<file path="config.mk">
export PLATFORM = sky130hd
export DESIGN_NAME = pid_controller_clamped_core
export DESIGN_NICKNAME = d
export VERILOG_FILES = /design/src/rtl/pcc_pkg.sv /design/src/rtl/pcc_serial_mult.sv /design/src/rtl/pcc_ctrl.sv /design/src/rtl/pid_controller_clamped_core.sv
export SDC_FILE = /design/constraint.sdc
export NUM_CORES = 2
export LEC_CHECK = 0
export BUFFER_PORTS_ARGS = -buffer_cell sky130_fd_sc_hd__buf_2
export CAP_MARGIN = 20
export CORE_MARGIN = 3
export CORE_UTILIZATION = 30
export DETAILED_ROUTE_END_ITERATION = 8
export RECOVER_POWER = 100
export SETUP_SLACK_MARGIN = 0.05
export SLEW_MARGIN = 20
export SYNTH_ARGS = -nofsm -noshare
export SYNTH_HDL_FRONTEND = slang
export SYNTH_SLANG_ARGS = --single-unit
</file>
<file path="constraint.sdc">
create_clock -name clock -period 19.69 [get_ports clock]
set_input_delay 0.9845 -clock clock [delete_from_list [all_inputs] [get_ports clock]]
set_output_delay 0.9845 -clock clock [all_outputs]
set_load 0.005 [all_outputs]
</file>
<file path="src/rtl/pcc_pkg.sv">
// shared types, constants and register indexes for the clamped pid controller
package pcc_pkg;

   localparam int DATA_WIDTH_DEFAULT = 32;
   localparam int FRAC_BITS_DEFAULT  = 16;

   // fixed formats
   localparam int INTEG_WIDTH = 48;   // integral accumulator
   localparam int STEP_WIDTH  = 16;   // step time, unsigned q0.16
   localparam int STEP_FRAC   = 16;
   localparam int TERM_EXP    = 61;   // each term saturates at +-2^61
   localparam int TERM_WIDTH  = 63;
   localparam int DRIVE_SUM_WIDTH = 64;

   localparam logic [STEP_WIDTH-1:0] STEP_TIME_RESET = 16'd1638;

   // configuration register indexes
   localparam int CSR_INDEX_WIDTH = 3;
   localparam logic [CSR_INDEX_WIDTH-1:0] CSR_SETPOINT       = 3'd0;
   localparam logic [CSR_INDEX_WIDTH-1:0] CSR_GAIN_P         = 3'd1;
   localparam logic [CSR_INDEX_WIDTH-1:0] CSR_GAIN_I         = 3'd2;
   localparam logic [CSR_INDEX_WIDTH-1:0] CSR_GAIN_D_OVER_DT = 3'd3;
   localparam logic [CSR_INDEX_WIDTH-1:0] CSR_STEP_TIME      = 3'd4;
   localparam logic [CSR_INDEX_WIDTH-1:0] CSR_INTEGRAL_LIMIT = 3'd5;
   localparam logic [CSR_INDEX_WIDTH-1:0] CSR_OUTPUT_LOW     = 3'd6;
   localparam logic [CSR_INDEX_WIDTH-1:0] CSR_OUTPUT_HIGH    = 3'd7;

   typedef enum logic [3:0] {
      S_IDLE,
      S_ERR,
      S_INC_START,
      S_INC_WAIT,
      S_INTEG_ADD,
      S_INTEG_CLAMP,
      S_TERM_START,
      S_TERM_WAIT,
      S_TERM_SAT,
      S_DRIVE_SUM,
      S_OUTPUT
   } state_type;

   // sequencer strobes to the datapath
   typedef struct packed {
      logic load_err;
      logic start_inc;
      logic load_raw;
      logic load_integ;
      logic start_term;
      logic load_terms;
      logic load_sum;
      logic load_rsp;
   } ctrl_type;

   // datapath status to the sequencer
   typedef struct packed {
      logic accept;
      logic inc_done;
      logic term_done;
      logic rsp_free;
   } stat_type;

endpackage

</file>
<file path="src/rtl/pcc_serial_mult.sv">
// bit-serial signed shift-add multiplier, one multiplier bit per cycle
module pcc_serial_mult #(
   parameter int MCAND_WIDTH  = 32,
   parameter int MPLIER_WIDTH = 48
)(
   input  logic                                      clock,
   input  logic                                      reset,
   input  logic                                      start,
   input  logic signed [MCAND_WIDTH-1:0]             mcand,
   input  logic signed [MPLIER_WIDTH-1:0]            mplier,
   output logic                                      done,
   output logic signed [MCAND_WIDTH+MPLIER_WIDTH:0]  product
);

   localparam int CNT_W = $clog2(MPLIER_WIDTH);

   logic signed [MCAND_WIDTH-1:0]  mcand_ff;
   logic signed [MCAND_WIDTH:0]    hi_ff, hi_in;
   logic [MPLIER_WIDTH-1:0]        lo_ff, lo_in;
   logic [CNT_W-1:0]               count_ff, count_in;
   logic                           busy_ff, busy_in;
   logic                           done_ff, done_in;
   logic                           last;
   logic signed [MCAND_WIDTH+1:0]  addend, partial;

   assign last = (count_ff == CNT_W'(MPLIER_WIDTH - 1));

   always_comb begin
      // sign bit of the multiplier carries negative weight
      if (!lo_ff[0]) begin
         addend = '0;
      end else if (last) begin
         addend = -(MCAND_WIDTH+2)'(mcand_ff);
      end else begin
         addend = (MCAND_WIDTH+2)'(mcand_ff);
      end
      partial = (MCAND_WIDTH+2)'(hi_ff) + addend;
   end

   always_comb begin
      hi_in    = hi_ff;
      lo_in    = lo_ff;
      count_in = count_ff;
      busy_in  = busy_ff;
      done_in  = 1'b0;
      if (start) begin
         hi_in    = '0;
         lo_in    = mplier;
         count_in = '0;
         busy_in  = 1'b1;
      end else if (busy_ff) begin
         hi_in    = partial[MCAND_WIDTH+1:1];
         lo_in    = {partial[0], lo_ff[MPLIER_WIDTH-1:1]};
         count_in = count_ff + CNT_W'(1);
         if (last) begin
            busy_in = 1'b0;
            done_in = 1'b1;
         end
      end
   end

   always_ff @(posedge clock) begin
      if (reset) begin
         busy_ff  <= 1'b0;
         done_ff  <= 1'b0;
         count_ff <= '0;
      end else begin
         busy_ff  <= busy_in;
         done_ff  <= done_in;
         count_ff <= count_in;
      end
   end

   always_ff @(posedge clock) begin
      hi_ff <= hi_in;
      lo_ff <= lo_in;
      if (start) begin
         mcand_ff <= mcand;
      end
   end

   assign done    = done_ff;
   assign product = {hi_ff, lo_ff};

endmodule

</file>
<file path="src/rtl/pcc_ctrl.sv">
// sequencer for one sample through error, integral, terms and output clamp
module pcc_ctrl (
   input  logic               clock,
   input  logic               reset,
   input  pcc_pkg::stat_type  stat,
   output pcc_pkg::ctrl_type  ctrl,
   output logic               ready
);

   pcc_pkg::state_type state_ff, state_in;

   always_comb begin
      state_in = state_ff;
      case (state_ff)
         pcc_pkg::S_IDLE: begin
            if (stat.accept) begin
               state_in = pcc_pkg::S_ERR;
            end
         end
         pcc_pkg::S_ERR:         state_in = pcc_pkg::S_INC_START;
         pcc_pkg::S_INC_START:   state_in = pcc_pkg::S_INC_WAIT;
         pcc_pkg::S_INC_WAIT: begin
            if (stat.inc_done) begin
               state_in = pcc_pkg::S_INTEG_ADD;
            end
         end
         pcc_pkg::S_INTEG_ADD:   state_in = pcc_pkg::S_INTEG_CLAMP;
         pcc_pkg::S_INTEG_CLAMP: state_in = pcc_pkg::S_TERM_START;
         pcc_pkg::S_TERM_START:  state_in = pcc_pkg::S_TERM_WAIT;
         pcc_pkg::S_TERM_WAIT: begin
            if (stat.term_done) begin
               state_in = pcc_pkg::S_TERM_SAT;
            end
         end
         pcc_pkg::S_TERM_SAT:    state_in = pcc_pkg::S_DRIVE_SUM;
         pcc_pkg::S_DRIVE_SUM:   state_in = pcc_pkg::S_OUTPUT;
         pcc_pkg::S_OUTPUT: begin
            if (stat.rsp_free) begin
               state_in = pcc_pkg::S_IDLE;
            end
         end
         default:                state_in = pcc_pkg::S_IDLE;
      endcase
   end

   always_comb begin
      ctrl  = '0;
      ready = 1'b0;
      case (state_ff)
         pcc_pkg::S_IDLE:        ready           = 1'b1;
         pcc_pkg::S_ERR:         ctrl.load_err   = 1'b1;
         pcc_pkg::S_INC_START:   ctrl.start_inc  = 1'b1;
         pcc_pkg::S_INTEG_ADD:   ctrl.load_raw   = 1'b1;
         pcc_pkg::S_INTEG_CLAMP: ctrl.load_integ = 1'b1;
         pcc_pkg::S_TERM_START:  ctrl.start_term = 1'b1;
         pcc_pkg::S_TERM_SAT:    ctrl.load_terms = 1'b1;
         pcc_pkg::S_DRIVE_SUM:   ctrl.load_sum   = 1'b1;
         pcc_pkg::S_OUTPUT:      ctrl.load_rsp   = stat.rsp_free;
         default:                ctrl           = '0;
      endcase
   end

   always_ff @(posedge clock) begin
      if (reset) begin
         state_ff <= pcc_pkg::S_IDLE;
      end else begin
         state_ff <= state_in;
      end
   end

endmodule

</file>
<file path="src/rtl/pid_controller_clamped_core.sv">
// top level of the clamped pid controller with bit-serial multipliers
//
//  channel  direction  handshake              payload
//  req      in         req_tvalid/req_tready  tdata: measured
//  rsp      out        rsp_tvalid/rsp_tready  tdata: drive; tuser: output_clamped,
//                                             integral_clamped
//  csr      in         csr_we (no wait)       csr_index, csr_wdata
//
// each word passes through two serial multiply passes, first the error times
// the step time, then the three gain products side by side
// reset is synchronous and clears the sequencer, the integral, the previous
// error, the output valid and the configuration registers to their defaults
// the result sits in an output register, so the next word is taken while a
// result still waits; only the final load waits on rsp_tready
module pid_controller_clamped_core #(
   parameter int DATA_WIDTH = pcc_pkg::DATA_WIDTH_DEFAULT,
   parameter int FRAC_BITS  = pcc_pkg::FRAC_BITS_DEFAULT,
   localparam int TD_W      = ((DATA_WIDTH + 7) / 8) * 8
)(
   input  logic                                 clock,
   input  logic                                 reset,
   input  logic                                 req_tvalid,
   output logic                                 req_tready,
   input  logic [TD_W-1:0]                      req_tdata,   // measured
   output logic                                 rsp_tvalid,
   input  logic                                 rsp_tready,
   output logic [TD_W-1:0]                      rsp_tdata,   // drive
   output logic [1:0]                           rsp_tuser,   // output_clamped, integral_clamped
   input  logic                                 csr_we,
   input  logic [pcc_pkg::CSR_INDEX_WIDTH-1:0]  csr_index,
   input  logic [DATA_WIDTH-1:0]                csr_wdata
);

   localparam int W       = DATA_WIDTH;
   localparam int ERR_W   = W + 1;                      // error kept exact
   localparam int DELTA_W = W + 2;
   localparam int IW      = pcc_pkg::INTEG_WIDTH;
   localparam int RAW_W   = IW + 2;                     // integral plus increment
   localparam int INC_N   = pcc_pkg::STEP_WIDTH + 1;    // step time with a zero sign bit
   localparam int INC_P   = ERR_W + INC_N + 1;
   localparam int TERM_N  = (DELTA_W > IW) ? DELTA_W : IW;
   localparam int TERM_P  = W + TERM_N + 1;
   localparam int SH_W    = TERM_P - FRAC_BITS;
   localparam int TW      = pcc_pkg::TERM_WIDTH;
   localparam int CMP_W   = (SH_W > TW) ? SH_W : TW;
   localparam int DSW     = pcc_pkg::DRIVE_SUM_WIDTH;

   localparam logic signed [CMP_W-1:0] T_MAX = $signed(CMP_W'(1) << pcc_pkg::TERM_EXP);
   localparam logic signed [CMP_W-1:0] T_MIN = -T_MAX;
   localparam logic signed [IW-1:0]    I_MAX = $signed({1'b0, {(IW-1){1'b1}}});
   localparam logic signed [IW-1:0]    I_MIN = $signed({1'b1, {(IW-1){1'b0}}});

   // configuration registers
   logic signed [W-1:0]                   setpoint_ff, gain_p_ff, gain_i_ff, gain_d_ff;
   logic signed [W-1:0]                   integral_limit_ff, output_low_ff, output_high_ff;
   logic [pcc_pkg::STEP_WIDTH-1:0]        step_time_ff;

   // sample state and datapath registers
   logic signed [W-1:0]                   measured_ff;
   logic signed [ERR_W-1:0]               err_ff, prev_err_ff;
   logic signed [DELTA_W-1:0]             delta_ff;
   logic signed [RAW_W-1:0]               raw_sum_ff, raw_sum_in;
   logic signed [IW-1:0]                  integral_sum_ff, integ_sat, integ_in;
   logic signed [IW-1:0]                  limit_ext;
   logic                                  iclamp_ff, iclamp_in;
   logic signed [TW-1:0]                  term_ff [3];
   logic signed [TW-1:0]                  term_in [3];
   logic signed [DSW-1:0]                 drive_sum_ff, high_ext, low_ext;

   // output register
   logic                                  rsp_valid_ff, rsp_valid_in;
   logic [W-1:0]                          drive_ff, drive_in;
   logic                                  oclamp_ff, oclamp_in, rsp_iclamp_ff;

   // multipliers
   logic signed [INC_P-1:0]               inc_prod;
   logic signed [ERR_W-1:0]               inc;
   logic                                  inc_done;
   logic signed [W-1:0]                   term_gain   [3];
   logic signed [TERM_N-1:0]              term_mplier [3];
   logic signed [TERM_P-1:0]              term_prod   [3];
   logic [2:0]                            term_done_vec;

   pcc_pkg::ctrl_type                     ctrl;
   pcc_pkg::stat_type                     stat;
   logic                                  req_accept;

   assign req_accept = req_tvalid && req_tready;

   assign stat.accept    = req_accept;
   assign stat.inc_done  = inc_done;
   assign stat.term_done = &term_done_vec;
   assign stat.rsp_free  = !rsp_valid_ff || rsp_tready;

   pcc_ctrl u_ctrl (
      .clock (clock),
      .reset (reset),
      .stat  (stat),
      .ctrl  (ctrl),
      .ready (req_tready)
   );

   // configuration writes; software must write only while the block is idle, which the block does not enforce
   always_ff @(posedge clock) begin
      if (reset) begin
         setpoint_ff       <= '0;
         gain_p_ff         <= '0;
         gain_i_ff         <= '0;
         gain_d_ff         <= '0;
         step_time_ff      <= pcc_pkg::STEP_TIME_RESET;
         integral_limit_ff <= $signed({1'b0, {(W-1){1'b1}}});
         output_low_ff     <= $signed({1'b1, {(W-1){1'b0}}});
         output_high_ff    <= $signed({1'b0, {(W-1){1'b1}}});
      end else if (csr_we) begin
         case (csr_index)
            pcc_pkg::CSR_SETPOINT:       setpoint_ff       <= $signed(csr_wdata);
            pcc_pkg::CSR_GAIN_P:         gain_p_ff         <= $signed(csr_wdata);
            pcc_pkg::CSR_GAIN_I:         gain_i_ff         <= $signed(csr_wdata);
            pcc_pkg::CSR_GAIN_D_OVER_DT: gain_d_ff         <= $signed(csr_wdata);
            pcc_pkg::CSR_STEP_TIME:      step_time_ff      <= csr_wdata[pcc_pkg::STEP_WIDTH-1:0];
            pcc_pkg::CSR_INTEGRAL_LIMIT: integral_limit_ff <= $signed(csr_wdata);
            pcc_pkg::CSR_OUTPUT_LOW:     output_low_ff     <= $signed(csr_wdata);
            pcc_pkg::CSR_OUTPUT_HIGH:    output_high_ff    <= $signed(csr_wdata);
            default:                     setpoint_ff       <= setpoint_ff;
         endcase
      end
   end

   // error times step time, shifted q0.16 back out; never reaches the term limit
   pcc_serial_mult #(
      .MCAND_WIDTH  (ERR_W),
      .MPLIER_WIDTH (INC_N)
   ) u_inc_mult (
      .clock   (clock),
      .reset   (reset),
      .start   (ctrl.start_inc),
      .mcand   (err_ff),
      .mplier  ($signed({1'b0, step_time_ff})),
      .done    (inc_done),
      .product (inc_prod)
   );

   // floor shift is a plain bit select of the two's complement product
   assign inc = inc_prod[pcc_pkg::STEP_FRAC +: ERR_W];

   // three gain products run side by side
   assign term_gain[0]   = gain_p_ff;
   assign term_gain[1]   = gain_i_ff;
   assign term_gain[2]   = gain_d_ff;
   assign term_mplier[0] = TERM_N'(err_ff);
   assign term_mplier[1] = TERM_N'(integral_sum_ff);
   assign term_mplier[2] = TERM_N'(delta_ff);

   for (genvar g = 0; g < 3; g++) begin : g_term
      pcc_serial_mult #(
         .MCAND_WIDTH  (W),
         .MPLIER_WIDTH (TERM_N)
      ) u_term_mult (
         .clock   (clock),
         .reset   (reset),
         .start   (ctrl.start_term),
         .mcand   (term_gain[g]),
         .mplier  (term_mplier[g]),
         .done    (term_done_vec[g]),
         .product (term_prod[g])
      );
   end

   // integral: saturate at storage width, then clamp from above only
   assign raw_sum_in = RAW_W'(integral_sum_ff) + RAW_W'(inc);
   assign limit_ext  = IW'(integral_limit_ff);

   always_comb begin
      if (raw_sum_ff > RAW_W'(I_MAX)) begin
         integ_sat = I_MAX;
      end else if (raw_sum_ff < RAW_W'(I_MIN)) begin
         integ_sat = I_MIN;
      end else begin
         integ_sat = raw_sum_ff[IW-1:0];
      end
      if (integ_sat > limit_ext) begin
         integ_in  = limit_ext;
         iclamp_in = 1'b1;
      end else begin
         integ_in  = integ_sat;
         iclamp_in = 1'b0;
      end
   end

   // floor shift by the fraction bits and symmetric term saturation
   always_comb begin
      logic signed [CMP_W-1:0] shifted;
      for (int i = 0; i < 3; i++) begin
         shifted = CMP_W'($signed(term_prod[i][TERM_P-1:FRAC_BITS]));
         if (shifted > T_MAX) begin
            term_in[i] = TW'(T_MAX);
         end else if (shifted < T_MIN) begin
            term_in[i] = TW'(T_MIN);
         end else begin
            term_in[i] = TW'(shifted);
         end
      end
   end

   // output clamp; with crossed limits a sum above the upper bound gets the upper bound, any other the lower
   assign high_ext = DSW'(output_high_ff);
   assign low_ext  = DSW'(output_low_ff);

   always_comb begin
      if (drive_sum_ff > high_ext) begin
         drive_in  = output_high_ff;
         oclamp_in = 1'b1;
      end else if (drive_sum_ff < low_ext) begin
         drive_in  = output_low_ff;
         oclamp_in = 1'b1;
      end else begin
         drive_in  = drive_sum_ff[W-1:0];
         oclamp_in = 1'b0;
      end
   end

   always_ff @(posedge clock) begin
      if (req_accept) begin
         measured_ff <= $signed(req_tdata[W-1:0]);
      end
      if (ctrl.load_err) begin
         err_ff <= ERR_W'(measured_ff) - ERR_W'(setpoint_ff);
      end
      if (ctrl.start_inc) begin
         delta_ff <= DELTA_W'(err_ff) - DELTA_W'(prev_err_ff);
      end
      if (ctrl.load_raw) begin
         raw_sum_ff <= raw_sum_in;
      end
      if (ctrl.load_integ) begin
         iclamp_ff <= iclamp_in;
      end
      if (ctrl.load_terms) begin
         for (int i = 0; i < 3; i++) begin
            term_ff[i] <= term_in[i];
         end
      end
      if (ctrl.load_sum) begin
         drive_sum_ff <= DSW'(term_ff[0]) + DSW'(term_ff[1]) + DSW'(term_ff[2]);
      end
      if (ctrl.load_rsp) begin
         drive_ff      <= drive_in;
         oclamp_ff     <= oclamp_in;
         rsp_iclamp_ff <= iclamp_ff;
      end
   end

   // controller state carried from sample to sample
   always_ff @(posedge clock) begin
      if (reset) begin
         integral_sum_ff <= '0;
         prev_err_ff     <= '0;
      end else if (ctrl.load_integ) begin
         integral_sum_ff <= integ_in;
         prev_err_ff     <= err_ff;
      end
   end

   always_comb begin
      rsp_valid_in = rsp_valid_ff;
      if (ctrl.load_rsp) begin
         rsp_valid_in = 1'b1;
      end else if (rsp_tready) begin
         rsp_valid_in = 1'b0;
      end
   end

   always_ff @(posedge clock) begin
      if (reset) begin
         rsp_valid_ff <= 1'b0;
      end else begin
         rsp_valid_ff <= rsp_valid_in;
      end
   end

   assign rsp_tvalid = rsp_valid_ff;
   assign rsp_tdata  = TD_W'(drive_ff);
   assign rsp_tuser  = {rsp_iclamp_ff, oclamp_ff};

   // a result is only loaded into a free output register
   a_load_when_free: assert property (@(posedge clock) disable iff (reset)
      ctrl.load_rsp |-> (!rsp_valid_ff || rsp_tready))
      else $error("result loaded over a waiting word");

   // the integral never ends above its limit
   a_integral_limit: assert property (@(posedge clock) disable iff (reset)
      ctrl.load_integ |=> (integral_sum_ff <= limit_ext))
      else $error("integral above limit");

   // an unflagged drive lies within the output limits
   a_drive_bounds: assert property (@(posedge clock) disable iff (reset)
      ctrl.load_rsp |=> (oclamp_ff ||
         (($signed(drive_ff) <= output_high_ff) && ($signed(drive_ff) >= output_low_ff))))
      else $error("unclamped drive outside limits");

   // the increment product is consumed right after it completes
   a_inc_handoff: assert property (@(posedge clock) disable iff (reset)
      inc_done |=> ctrl.load_raw)
      else $error("integral add missed the increment");

endmodule
</file>
==> metrics.cfg <==
[synthesis]
synth-edff-count=725
syn_avg_cell_area_um2=9.49
synth_area_leaders=edfxtp_1 (31%), dfxtp_1 (14%), ha_1 (8.8%)
synthTopCellsByCount=nand2_1 (1300), edfxtp_1 (725), a21oi_1 (584), ha_1 (492), dfxtp_1 (491)
ys_ff_latch=1216
synthFlopType=edfxtp_1
ys_types=99
syn_area_um2=70000
yosys.area.top_type=edfxtp_1
synth_top_area_share_pct=31.1
yosysMostFrequentCell=nand2_1
asyncSetResetFlopFracSynth_pct=0
yosys_warnings=0
synth-seq-area-share_pct=45.1
syn_nets=8009
netlist_instances=7374

[drt]
wl_per_cell_um=20.4
via_per_inst=5.19
first_pass_iters=6
drt_iter0_markers=4492
drc=0
drt_wl_total_um=215000
antenna_left=0
route.vias.total=54475

[layout]
nets=7987
multiInputGateArea_um2=36100
regArea_um2=31600
syn_to_final_growth_pct=11.6
fin_area_um2=78100
nFillCells=23352
layout-drive-gt1-share_pct=5.17

[grt]
overflow=0
grt_pass1_wl_um=321000
grtUsageTotal_pct=17.5
antenna_found_initial=31
grt_max_degree=146
first_global_vias=51974

[timing]
slew_headroom_pct=-353
period_share_pct=56.0
max_freq_mhz=90.7
setup_tns_ns=0
tightestPinTransition_ns=6.80
setup_viol=0
fin_ws_ns=8.67
fin_worst_skew_ns=0.0292
rsz0062_at_grt=false
slew_violations=1763
hold_violations=0
min_period_ns=11.02

[power]
p_leak_nw=30.9
power_w=0.00844
clockPowerShare_pct=31.6
p_int_w=0.00563
swShare_pct=33.3
power.share.combinational_pct=26.9
power_frac_seq_pct=41.5
powerDensity_nw_per_um2=108
ir_worst_vdd_uv=94.6
p_switching_w=0.00281

[clock_tree]
clk_transition_reported_paths_ns=0.06
numCtsBuffers=136
holdBufCountCts=0
cts.path.max_buffers=3
cts.sink_count=1216
cts_tree=done
clock_latency_ns=0.78
cts_resized=0
cts_root_buf=clkbuf_16
postCtsSetupRepairBufs=0
htreeDepth=4

[worst_setup_path]
cp_cell_sequence=nand2b_1 > or2_0 > clkinvlp_2 > clkbuf_1 > clkbuf_1 > nor4b_1
cp_common_cell=clkbuf_1
r2r_start=u_ctrl.state_ff[0]$_SDFFE_PP0P_
cp.required_ns=20.32
critPathKind=reg -> reg
cp_slowest_cell=clkinvlp_2
r2r_cells=6
cp.arrival_ns=11.65
end_kind=flop
worstReg2RegEnd=g_term[1].u_term_mult.done$_SDFF_PP0_
slowest_delay_ns=4.94
cp_max_fo=137
crit_path_start_kind=flop
r2r_setup_slack_ns=8.67

[placed_design]
dp_hpwl_um=157000
portBuffers=107
finalWeightedCongestion=0.898
dpl_cell_area_um2=73700
dp_slack_ns=14.63

[die]
core_region_area_um2=231000
die_h_um=489
row_count=176
start_util_pct=30.3
die_area_um2=239000
io_pins=108
die_w_um=489

[worst_hold_path]
whs_path_depth=1
hold-path-endpoint=measured_ff[0]$_DFFE_PP_
hp-class=in -> reg
worstHoldStart=req_tdata[0]

[run]
maxCapViolations=31

[run_status]
violations=max-capacitance violations, max-slew violations
status=finished, violations left

how the worst max path moves through the flow:
stage	startpoint	endpoint
4_1_cts	g_term[1].u_term_mult.mcand_ff[3]$_DFFE_PP_	g_term[1].u_term_mult.hi_ff[32]$_SDFFE_PP0P_
3_3_place_gp	g_term[1].u_term_mult.mcand_ff[3]$_DFFE_PP_	g_term[1].u_term_mult.hi_ff[32]$_SDFFE_PP0P_
6_report	u_ctrl.state_ff[0]$_SDFFE_PP0P_	g_term[1].u_term_mult.done$_SDFF_PP0_
5_1_grt	u_ctrl.state_ff[0]$_SDFFE_PP0P_	g_term[1].u_term_mult.done$_SDFF_PP0_
3_5_place_dp	g_term[1].u_term_mult.mcand_ff[3]$_DFFE_PP_	g_term[1].u_term_mult.hi_ff[32]$_SDFFE_PP0P_
2_1_floorplan	u_ctrl.state_ff[3]$_SDFFE_PP0P_	term_ff[0][0]$_SDFFCE_PP0P_
power by group through the flow:
| stage | sequential [W] | combinational (W) | clock (W) |
|---|---|---|---|
| floorplan | 0.00335 | 0.00173 | 0 |
| global placement | 0.00355 | 0.00222 | 0 |
| detailed placement | 0.00355 | 0.00226 | 0 |
| CTS | 0.00350 | 0.00228 | 0.00272 |
| global route | 0.00354 | 0.00254 | 0.00281 |
| finish | 0.00351 | 0.00227 | 0.00267 |
final cells by class:
| class | instances | share of cell area, % |
|---|---|---|
| tap | 3026 | 4.84 |
| inverter | 294 | 1.42 |
| multi-input combinational | 5537 | 46.1 |
| sequential | 1216 | 40.4 |
| antenna | 12 | 0.0384 |
| timing repair buffer | 167 | 1.10 |
| clock buffer | 200 | 5.27 |
| clock inverter | 53 | 0.754 |
stage by stage:
stage / utilization (%) / hold slack [ns] / instances
after floorplan: - / 0.400 / 7374
after global placement: 31.9 / 0.412 / 10239
after detailed placement: 31.9 / 0.413 / 10239
after CTS: 33.9 / 0.322 / 10492
after global routing: 33.8 / 0.349 / 10494
final: 33.8 / 0.388 / 10505
placed cells by master (no fill, tap or decap), types with 32 or more instances in the layout:
master / count
o21a_1: 63
buf_4: 32
inv_1: 289
nand3_1: 101
ha_1: 492
nand3b_1: 81
o31ai_1: 38
a211oi_1: 49
nand4_1: 103
or3_1: 56
nand2_1: 1300
nor2_1: 433
fa_1: 71
nor4_1: 71
nor2b_1: 54
a21oi_1: 583
buf_2: 68
xnor2_1: 258
mux2i_1: 157
dfxtp_1: 489
nor3_1: 86
and2_0: 141
a311oi_1: 37
a21o_1: 268
a31oi_1: 39
o21bai_1: 42
and3_1: 40
edfxtp_1: 725
xor2_1: 107
and2_1: 169
nand2b_1: 61
o21ai_0: 325
clkbuf_16: 149
clkbuf_1: 96
per-layer routing:
layer	GRT usage (%)	wire length, um	vias up
met3	2.73	13000	359
met4	6.46	8190	6
li1	-	-	26207
met5	0	41	-
met1	23.0	93200	26197
met2	28.9	100000	1706
registers in the layout, summed over array words and instances, names as in the netlist, 33 cells and up:
signal	cells
drive_sum_ff	64
integral_sum_ff	48
prev_err_ff	33
g_term.u_term_mult.hi_ff	99
g_term.u_term_mult.lo_ff	144
delta_ff	34
u_inc_mult.hi_ff	34
err_ff	33
u_inc_mult.mcand_ff	33
g_term.u_term_mult.mcand_ff	96
raw_sum_ff	49
term_ff	189
cell families (layout without fill, tap and decap cells):
kind of cell | after synthesis | in the layout | synth area share [%]
simple gates | 2800 | 2800 | 18.9
compound gates | 1649 | 1649 | 14.9
flops | 1216 | 1216 | 45.1
buf+inv | 621 | 714 | 3.40
fa+ha+maj | 563 | 563 | 10.8
xor+xnor | 365 | 365 | 4.57
mux | 160 | 160 | 2.29
other cells | 0 | 12 | 0
worst max-delay path: cells and delay by family (launching register included):
kind | cells | cell delay, ns
buffers and inverters | 3 | 7.84
and+or+nand+nor | 3 | 2.38
DFF | 1 | 0.53
No activity file was read; power rests on OpenSTA's default activity.
